==> config.mk <==
export PLATFORM = sky130hd
export DESIGN_NAME = rgst_gcd_unit
export DESIGN_NICKNAME = d
export VERILOG_FILES = /design/src/rtl/core/rgst_pkg.sv /design/src/rtl/core/rgst_gcd_unit.sv
export VERILOG_INCLUDE_DIRS = /design/src /design/src/rtl/core
export SDC_FILE = /design/constraint.sdc
export NUM_CORES = 1
export LEC_CHECK = 0
export BUFFER_PORTS_ARGS = -buffer_cell sky130_fd_sc_hd__buf_2
export CAP_MARGIN = 5
export CORE_ASPECT_RATIO = 0.5
export CORE_MARGIN = 1
export CORE_UTILIZATION = 60
export CTS_CLUSTER_SIZE = 24
export DETAILED_ROUTE_END_ITERATION = 10
export PLACE_DENSITY_LB_ADDON = 0.25
export SYNTH_ARGS = -nofsm -noshare
export SYNTH_HDL_FRONTEND = slang
export SYNTH_SLANG_ARGS = --single-unit
==> constraint.sdc <==
create_clock -name clk -period 4.3 [get_ports clk]
set_clock_uncertainty 0.1 [all_clocks]
set_input_delay 0.43 -clock clk [delete_from_list [all_inputs] [get_ports clk]]
set_output_delay 0.43 -clock clk [all_outputs]
set_load 0.05 [all_outputs]
==> src/rtl/core/assert_macros.svh <==
// assertion macros shared by the rtl core files
// no dependencies
`ifndef ASSERT_MACROS_SVH
`define ASSERT_MACROS_SVH
// assert a property on every clock edge outside reset
`define ASSERT_CLK(label, clk, rst, prop, msg) \
  label: assert property (@(posedge clk) disable iff (rst) (prop)) else $error(msg);
// assert a property on every clock edge, reset included
`define ASSERT_ALWAYS(label, clk, prop, msg) \
  label: assert property (@(posedge clk) (prop)) else $error(msg);
`endif

==> src/rtl/core/rgst_pkg.sv <==
`timescale 1ns / 1ps
// package for the range gcd segment tree block
// types and fixed widths shared by the core modules; no dependencies
package rgst_pkg;
  localparam int ValW = 31;
  localparam int IdxW = 11;
  localparam logic OP_WRITE = 1'b0;
  localparam logic OP_QUERY = 1'b1;
  typedef logic [ValW-1:0] val_t;
  typedef logic [IdxW-1:0] idx_t;
  // handshake between sequencer and gcd unit
  typedef struct packed {
    logic start;
    val_t a;
    val_t b;
  } gcd_req_t;
  typedef struct packed {
    logic busy;
    logic done;
    val_t g;
  } gcd_rsp_t;
endpackage

==> src/rtl/core/rgst_gcd_unit.sv <==
`timescale 1ns / 1ps
// iterative binary gcd unit, one subtract or shift step per cycle
// depends on rgst_pkg and assert_macros.svh
`include "assert_macros.svh"
module rgst_gcd_unit (
  input  logic              clk,
  input  logic              rst,
  input  rgst_pkg::gcd_req_t req,
  output rgst_pkg::gcd_rsp_t rsp
);
  import rgst_pkg::*;
  localparam int ShW = 5;
  val_t a, b;
  logic [ShW-1:0] sh;
  logic busy;
  logic done;
  val_t g;
  val_t diff;
  logic a_gt;

  // compare and subtract of the two operands
  assign a_gt = a > b;
  assign diff = a_gt ? (a - b) : (b - a);

  // step sequencing
  always_ff @(posedge clk) begin
    if (rst) begin
      busy <= 1'b0;
      done <= 1'b0;
    end else begin
      done <= 1'b0;
      if (!busy && req.start) begin
        if (req.a == '0 || req.b == '0) begin
          g    <= req.a | req.b;
          done <= 1'b1;
        end else begin
          a    <= req.a;
          b    <= req.b;
          sh   <= '0;
          busy <= 1'b1;
        end
      end else if (busy) begin
        if (a == b) begin
          g    <= val_t'(a << sh);
          busy <= 1'b0;
          done <= 1'b1;
        end else if (!a[0] && !b[0]) begin
          a  <= a >> 1;
          b  <= b >> 1;
          sh <= sh + 1'b1;
        end else if (!a[0]) begin
          a <= a >> 1;
        end else if (!b[0]) begin
          b <= b >> 1;
        end else if (a_gt) begin
          a <= diff;
        end else begin
          b <= diff;
        end
      end
    end
  end

  assign rsp.busy = busy;
  assign rsp.done = done;
  assign rsp.g    = g;

  `ASSERT_CLK(a_done_pulse, clk, rst, done |=> !done || $past(req.start), "done held")
  `ASSERT_CLK(a_nonzero, clk, rst, busy |-> (a != '0 && b != '0), "zero operand in loop")
  `ASSERT_CLK(a_end, clk, rst, (busy && a == b) |=> (done && !busy), "no finish")
endmodule

==> results of run 1 <==
-- cells in the mapped netlist, types with 7 or more instances --
master | instances | share of area [%]
nand2_1 | 82 | 3.2
mux4_2 | 19 | 4.4
o21bai_1 | 7 | 0.54
a21oi_1 | 90 | 4.6
nor4_1 | 20 | 1.3
o21ai_1 | 9 | 0.46
o221ai_1 | 7 | 0.63
xor2_1 | 18 | 1.6
xnor2_1 | 34 | 3.1
o21ai_0 | 97 | 5.0
a221oi_1 | 47 | 4.2
a211oi_1 | 10 | 0.77
ha_1 | 63 | 8.1
a21o_1 | 23 | 1.8
buf_2 | 32 | 1.6
inv_1 | 74 | 2.9
nand2b_1 | 10 | 0.64
mux2_2 | 7 | 0.81
a31oi_1 | 8 | 0.51
clkbuf_1 | 41 | 1.6
a22oi_1 | 10 | 0.77
nor2_1 | 169 | 6.5
and3_1 | 7 | 0.45
edfxtp_1 | 98 | 30
nand3_1 | 14 | 0.72
mux2i_1 | 19 | 2.0
nand4_1 | 16 | 1.0
nor3_1 | 22 | 1.1
-- cells by family (layout without fill, tap and decap cells) --
kind of cell	count (synthesis)	after routing	share of synthesized area (%)
buffers and inverters	159	212	6.813
XOR/XNOR	52	52	4.679
AO/OA/AOI/OAI	373	373	25.27
adder cells (fa/ha/maj)	65	65	8.510
AND/OR/NAND/NOR	366	366	16.92
multiplexers	45	45	7.160
flip-flops	100	100	30.65
-- per-layer routing --
metal	up-vias	GRT usage [%]
li1	4379	-
met1	4698	61.52
met2	881	59.32
met3	83	13.54
met4	0	8.894
met5	-	0
-- worst max-delay path by stage --
stage	slack, ps	endpoint
6_report	330	b[28]
2_1_floorplan	730	g[0]
3_5_place_dp	550	b[28]
5_1_grt	190	b[20]
3_3_place_gp	650	b[28]
4_1_cts	520	b[28]
-- stage by stage --
step	instances	area (um2)	worst slack [ps]	total power [mW]
finish	1417	10560	331.7	3.569
global route	1417	10560	189.8	3.680
CTS	1417	10560	518.9	3.480
detailed placement	1401	10280	554.9	2.681
global placement	1401	10280	649.0	2.656
floorplan	1160	9733	726.8	2.257
-- where the power goes --
group	switching [mW]	internal, mW	total [mW]
registers	0.0887	1.16	1.25
logic	0.954	0.538	1.49
clock network	0.420	0.403	0.824
total	1.46	2.11	3.57
-- layout make-up --
| type | instances | share of cell area [%] |
|---|---|---|
| Clock buffer | 11 | 2.205 |
| Clock inverter | 5 | 0.4267 |
| Inverter | 77 | 2.738 |
| Multi-Input combinational cell | 901 | 57.79 |
| Sequential cell | 100 | 28.26 |
| Tap cell | 204 | 2.418 |
| Timing Repair Buffer | 119 | 6.164 |
-- cells in the final DEF, fill, tap and decap left out, types with 10 or more instances in the layout --
master,n
xor2_1,18
nand3_1,14
xnor2_1,34
nand4_1,16
nor4_1,20
a21o_1,23
ha_1,63
a22oi_1,10
nor2_1,168
nor3_1,22
inv_1,74
buf_4,22
edfxtp_1,98
a21oi_1,90
a221oi_1,47
mux4_2,19
nand2_1,82
a211oi_1,10
buf_2,97
o21ai_0,97
mux2i_1,19
-- registers in the layout (all words and copies together) (netlist names) --
signal / cells
a: 31
b: 31
g: 31
sh: 5
busy: 1
done: 1
==> metrics, run 1 <==
clock root buffer=clkbuf_16; Mapped Cells=1160; Power Dens Cells=338.1 nW/um2; slew margin rel.=23.67%; Die ar.=16770 um2; Critical Setup Path Class=flop to flop; die width=182.1 um; Multi-input gate area=6100 um2; Crit. Startpoint=a[26]; H-tree Lvls=3; met2 routed WL=13940 um; final cycle utilization of the critical path=92.29%; layout cells sized above 1=14.67%; Worst-Skew Late Latency=360 ps; max_cap viols=0; Crit-path slowest cell=nor2_4; CP max stage delay=650 ps; TritonCTS buffer count=9; crit-path cells=inv_1 > ha_1 > nand3_1 > nor2_1 > nand4_1 > o2111ai_1 > o21ai_2 > nor2_4 > nand2_1 > o21ai_0; vias=10041; DRC=0; most used flip-flop cell after synthesis=edfxtp_1; DR pass1 iterations=7; Die Ht=92.06 um; antenna violations before repair=0; WL final=35060 um; WL per Instance=24.74 um; Setup crit end kind=flop; Max IR drop VDD=256.5 uV; fillers=1332; GR Overflow Total=0; FP Rows=32; vias in the first global route=8819; Post-Syn Area=9733 um2; Storage cell area=2983 um2; # port buffers=97; post-route ant nets=0; CP max FO=26; Worst Hold Slack=205.4 ps; Slew Viols, Final=0; Overall Global Routing Usage=41.88%; Required @ worst endpoint=4400 ps; hold buffers post-CTS=0; RSZ-0062 raised after global routing=no; met3 routed wirelength=5927 um; Yosys Warn Count=0; post-synthesis register bit count=100; syn nets=1290; r2r setup slk=330 ps; Ant. Diodes=0; Critical Path Source Type=flop; Max Freq=252.0 MHz; Detail Placement HPWL=27010 um; Hold Crit Depth=2; Post-CTS Setup Bufs=0; clk sink count=100; Tmin final=3968 ps; Area Growth Syn to Fin=8.446%; PostCTS Resize Cnt=0; Ports=98; worst-margin pin slew=1145 ps; R2R depth=10; post-synthesis sequential area ratio=30.65%; number of synthesized flops with an enable pin=98; largest net degree at the start of global routing=55; Hold EP=done; initial DRC count=1908; Mapped Avg Cell Area=8.391 um2; Worst-path clk slew=80 ps; Top delay family on crit path=simple AND/OR/NAND/NOR gates; hold crit path type=input pin to flop; Highest Signal Layer=met4; ys async rst share=0%; Max Buffers Root-to-Sink=2; Worst path depth=10; Starting Density=62.33%; R2R Path End=b[28]; Yosys cell types=76; Vias per Instance=7.086; r2r startpoint=a[26]; CORE AREA=15620 um2; status=finished, final reports clean; gpl congestion=1.112; Setup violations, final=0; first-pass GRT wire length=52970 um; Final TNS setup=0 ps; Leak=4.321 nW; Final Hold Fails=0; hold_sp=rst; Worst Path Buf+Inv=1; Final Util=67.60%; CTS tree=built; Arrival @ worst endpoint=4070 ps; nets=1338; met1 wire length=14300 um
Power figures use the tool's default switching activity.
==> run 2, diff against run 1 <==
--- a/config.mk
+++ b/config.mk
@@ -14,6 +14,7 @@
 export CTS_CLUSTER_SIZE = 24
 export DETAILED_ROUTE_END_ITERATION = 10
 export PLACE_DENSITY_LB_ADDON = 0.25
+export SETUP_SLACK_MARGIN = 0.4
 export SYNTH_ARGS = -nofsm -noshare
 export SYNTH_HDL_FRONTEND = slang
 export SYNTH_SLANG_ARGS = --single-unit
==> metrics, run 2 (synthesis gave the netlist of run 1 again) <==
status=finished, final reports clean; H-tree Lvls=3 (unchanged); Max IR drop VDD=255.7 uV (-0.30%); Power Total=3.579 mW (+0.29%); RSZ-0062 raised after global routing=yes; DR pass1 iterations=6 (-1); WL final=35310 um (+0.74%); Tmin final=3832 ps (-136.5 ps); Starting Density=62.33% (unchanged); Max Freq=261.0 MHz (+3.6%); biggest regs=a: 31 flops, b: 31 flops, g: 31 flops; Detail Placement HPWL=27010 um (unchanged); die width=182.1 um (unchanged); Critical Setup Path Class=flop to flop; Worst-path clk slew=80 ps (about the same); slew margin rel.=23.95% (+0.28 points); Ant. Diodes=0 (unchanged); vias in the first global route=8819 (unchanged); Area Growth Syn to Fin=8.819%; Final Hold Fails=0 (unchanged); Leak=4.343 nW (+0.51%); worst-margin pin slew=1141 ps (-4.176 ps); Worst Hold Slack=203.9 ps (-1.438 ps); hold crit path type=input pin to flop; CP max FO=30 (+15%); Worst-Skew Late Latency=360 ps (about the same); # port buffers=97 (unchanged); CTS tree=built; Storage cell area=2983 um2 (unchanged); Setup violations, final=0 (unchanged); antenna violations before repair=0 (unchanged); initial DRC count=1770 (-7.2%); Overall Global Routing Usage=41.88% (unchanged); Die ar.=16770 um2 (unchanged); max_cap viols=0 (unchanged); PostCTS Resize Cnt=0 (unchanged); layout cells sized above 1=15.02% (+0.35 points); Arrival @ worst endpoint=3730 ps (-340 ps); Ports=98 (unchanged); CORE AREA=15620 um2 (unchanged); vias=10173 (+1.3%); Required @ worst endpoint=4200 ps (-200 ps); Power Dens Cells=337.9 nW/um2 (about the same); Place WS=554.9 ps (unchanged); clock root buffer=clkbuf_16; nets=1343 (+0.37%); Critical Path Source Type=flop; hold buffers post-CTS=0 (unchanged); DRC=0 (unchanged); Slew Viols, Final=0 (unchanged); post-route ant nets=0 (unchanged); largest net degree at the start of global routing=55 (unchanged); first-pass GRT wire length=52970 um (unchanged); fillers=1327 (-0.38%); TritonCTS buffer count=9 (unchanged); Die Ht=92.06 um (unchanged); most frequent cells in the layout=nor2_1 (168), edfxtp_1 (98), o21ai_0 (97), buf_2 (97), a21oi_1 (90); final cycle utilization of the critical path=89.11% (-3.2 points); Final TNS setup=0 ps (unchanged); Multi-input gate area=6106 um2 (+0.10%); Post-Layout Cell Count=1422 (+0.35%); GR Overflow Total=0 (unchanged); Max Buffers Root-to-Sink=2 (unchanged); clk sink count=100 (unchanged); Setup crit end kind=flop; Final Worst Setup Slack=468.2 ps (+136.5 ps); Vias per Instance=7.154 (+0.96%); most common cell after layout, fill and taps aside=nor2_1; WL per Instance=24.83 um (+0.38%); FP Rows=32 (unchanged); gpl congestion=1.112 (unchanged); placed cell count=1401 (unchanged)
==> run 2: cell count changes in the layout (fill, tap and decap cells not counted) <==
cell and change:
nor2_2 +1, buf_4 +4
==> run 2: final cells by class <==
cell class              count  share of cell area [%]
multi-input cells         902                   57.65
flip-flops and latches    100                   28.16
repair buffers            123                   6.426
inverters                  77                   2.729
well taps                 204                   2.410
clock buffers              11                   2.197
clock inverters             5                  0.4253
==> run 2: critical path, cell delays in order (launching register included) <==
cell and delay [ps]:
edfxtp_1 610, inv_1 90, ha_1 530, nand2_1 160, o21ai_1 300, a21oi_1 210
o31a_1 380, o21ai_2 370, nor2_1 80, nor2_1 100, o31a_1 120, buf_4 400
==> run 2: final timing paths <==
check,start,slack (ps),depth (start not counted),to
setup / recovery,a[17],470,11,a[20]
hold / removal,rst,200,2,done
setup reg to reg,a[17],470,11,a[20]
hold reg to reg,b[13],560,2,b[12]
==> run 2: through the flow <==
step           area, um2  utilization, %
6_report           10590           67.83
5_1_grt            10590           67.83
4_1_cts            10560           67.60
3_5_place_dp       10280           65.82
3_3_place_gp       10280           65.82
2_1_floorplan       9733               -
==> run 2: report_power, final <==
| group | total (mW) | internal (mW) | switching [mW] | leakage, nW |
|---|---|---|---|---|
| clock network | 0.821 | 0.403 | 0.418 | 0.132 |
| logic | 1.51 | 0.544 | 0.961 | 3.29 |
| registers | 1.25 | 1.16 | 0.0889 | 0.922 |
| total | 3.58 | 2.11 | 1.47 | 4.34 |
==> run 2: per-layer routing <==
layer / vias to the layer above / track usage (%) / part of all wire (%)
met3: 90 / 13.54 / 17
met2: 925 / 59.32 / 40
met1: 4757 / 61.52 / 41
met5: - / 0 / 0
li1: 4401 / - / -
met4: 0 / 8.894 / 2.7
==> run 2: what timing repair did <==
| item | 4_1_cts | 5_1_grt |
|---|---|---|
| buffers inserted | 0 | 4 |
| endpoints found under the setup margin | 0 | 8 |
| hold endpoints to repair | 0 | 0 |
==> run 3, diff against run 2 <==
--- a/config.mk
+++ b/config.mk
@@ -7,13 +7,15 @@
 export NUM_CORES = 1
 export LEC_CHECK = 0
 export BUFFER_PORTS_ARGS = -buffer_cell sky130_fd_sc_hd__buf_2
-export CAP_MARGIN = 5
+export CAP_MARGIN = 20
 export CORE_ASPECT_RATIO = 0.5
 export CORE_MARGIN = 1
 export CORE_UTILIZATION = 60
 export CTS_CLUSTER_SIZE = 24
 export DETAILED_ROUTE_END_ITERATION = 10
+export GPL_TIMING_DRIVEN = 0
 export PLACE_DENSITY_LB_ADDON = 0.25
+export REMOVE_ABC_BUFFERS = 1
 export SETUP_SLACK_MARGIN = 0.4
 export SYNTH_ARGS = -nofsm -noshare
 export SYNTH_HDL_FRONTEND = slang
==> metrics, run 3 (synthesis gave the netlist of run 1 again) <==
Vias per Instance=7.035 (-1.7%); CORE AREA=15620 um2 (unchanged); CTS tree=built; crit-path most repeated cell=nand4_1; Ports=98 (unchanged); final cycle utilization of the critical path=89.87% (+0.76 points); Crit-path slowest cell=edfxtp_1; die width=182.1 um (unchanged); status=finished, final reports clean; vias in the first global route=9013 (+2.2%); Gate power share=40.8% (-1.3 points); Overall Global Routing Usage=41.43% (-0.45 points); Worst-Skew Late Latency=380 ps (+20 ps); hold buffers post-CTS=0 (unchanged); Die ar.=16770 um2 (unchanged); nets=1336 (-0.52%); most common cell after layout, fill and taps aside=nor2_1; clock root buffer=clkbuf_16; R2R depth=11 (unchanged); Leak=4.393 nW (+1.1%); Required @ worst endpoint=4410 ps (+210 ps); DR pass1 iterations=6 (unchanged); antenna violations before repair=1 (+1); sw frac=40.42% (-0.59 points); Tmin final=3864 ps (+32.52 ps); Worst Hold Slack=189.6 ps (-14.28 ps); CP max stage delay=530 ps (-80 ps); clock power share=25.0% (+2.1 points); Final Hold Fails=0 (unchanged); clk sink count=100 (unchanged); P_sw=1.482 mW (+0.93%); Starting Density=62.33% (unchanged); vias=9961 (-2.1%); FP Rows=32 (unchanged); post-route ant nets=0 (unchanged); most frequent cells in the layout=nor2_1 (167), edfxtp_1 (98), buf_2 (97); largest net degree at the start of global routing=82 (+49%); first-pass GRT wire length=52260 um (-1.3%); max_cap viols=0 (unchanged); Max Buffers Root-to-Sink=2 (unchanged); TritonCTS buffer count=9 (unchanged); # port buffers=97 (unchanged); Critical Path Source Type=flop; Die Ht=92.06 um (unchanged); H-tree Lvls=3 (unchanged); worst-margin pin slew=1055 ps (-85.58 ps); Arrival @ worst endpoint=3980 ps (+250 ps); Slew Viols, Final=0 (unchanged); slew margin rel.=29.66% (+5.7 points); biggest regs=a: 31 flops, b: 31 flops, g: 31 flops; hold crit path type=input pin to flop; crit-path cells=inv_1 > ha_1 > nand4_1 > nor3_1 > nand4_1 > o2111ai_1 > o21ai_2 > nor2_4 > buf_4 > a32oi_1 > a21oi_1; RSZ-0062 raised after global routing=yes; Hold Crit Depth=2 (unchanged); WL final=34560 um (-2.1%); Area Growth Syn to Fin=10.59%; Detail Placement HPWL=26070 um (-3.5%); Power Internal=2.184 mW (+3.4%); Worst path depth=11 (unchanged); layout cells sized above 1=15.28% (+0.25 points); gpl congestion=1.011 (-9.1%); Final TNS setup=0 ps (unchanged); Worst-path clk slew=80 ps (about the same); DRC=0 (unchanged); Setup crit end kind=flop; Setup violations, final=0 (unchanged); WL per Instance=24.41 um (-1.7%); Max IR drop VDD=228.4 uV (-11%); Max Freq=258.8 MHz (-0.84%); CP max FO=12 (-60%); Top delay family on crit path=simple AND/OR/NAND/NOR gates; GR Overflow Total=0 (unchanged); fillers=1265 (-4.7%); Worst Path Buf+Inv=2 (unchanged); Power Dens Cells=340.5 nW/um2 (+0.76%); initial DRC count=1520 (-14%); Flop pwr share=34.2% (-0.8 points); Critical Setup Path Class=flop to flop
==> run 3: final cells by class <==
class	count	area [um2]	share of cell area, %
clock buffers	9	225.2	2.092
diodes	1	2.502	0.02325
flip-flops and latches	100	2983	27.71
inverters	77	289.0	2.685
clock inverters	7	92.59	0.8602
well taps	204	255.2	2.371
multi-input cells	902	6161	57.24
repair buffers	116	755.7	7.021
==> run 3: power by group through the flow <==
stage	clock, mW	sequential (mW)	combinational [mW]
3_5_place_dp	0	1.27	1.40
3_3_place_gp	0	1.28	1.36
6_report	0.916	1.25	1.50
2_1_floorplan	0	1.25	0.983
5_1_grt	0.930	1.26	1.61
4_1_cts	0.901	1.25	1.42
==> run 3: worst register-to-register path: stages, from the launching register on <==
cell       delay, ps
edfxtp_1         530
inv_1             80
ha_1             530
nand4_1          320
nor3_1           350
nand4_1          380
o2111ai_1        270
o21ai_2          200
nor2_4           370
buf_4            220
a32oi_1          120
a21oi_1          230
==> run 3: final timing paths <==
path	startpoint	to	slack (ps)
hold / removal	rst	busy	190
hold reg to reg	b[30]	b[29]	550
setup / recovery	a[9]	b[2]	440
setup reg to reg	a[9]	b[2]	440
==> run 3: through the flow <==
step | instance area (um2) | setup WS [ps] | util (%) | std cells | power, mW
2_1_floorplan | 9359 | -1226 | - | 1078 | 2.228
3_3_place_gp | 10100 | -3669 | 64.68 | 1379 | 2.638
3_5_place_dp | 10260 | 115.9 | 65.73 | 1386 | 2.668
4_1_cts | 10630 | 399.6 | 68.07 | 1405 | 3.569
5_1_grt | 10760 | 285.4 | 68.92 | 1415 | 3.792
6_report | 10760 | 435.7 | 68.93 | 1416 | 3.665
==> run 3: per-layer routing <==
metal	GRT usage (%)	share of wire, %	vias to the layer above
li1	-	-	4390
met1	57.35	39	4644
met2	62.32	43	809
met3	13.15	15	116
met4	10.99	2.9	2
met5	0	0.038	-
==> run 3: what timing repair did <==
| action | CTS | global route |
|---|---|---|
| pin swaps | 2 | 4 |
| gates resized for setup | 4 | 6 |
| gates cloned | 1 | 0 |
| setup endpoints to repair | 86 | 128 |
| setup buffers | 2 | 8 |
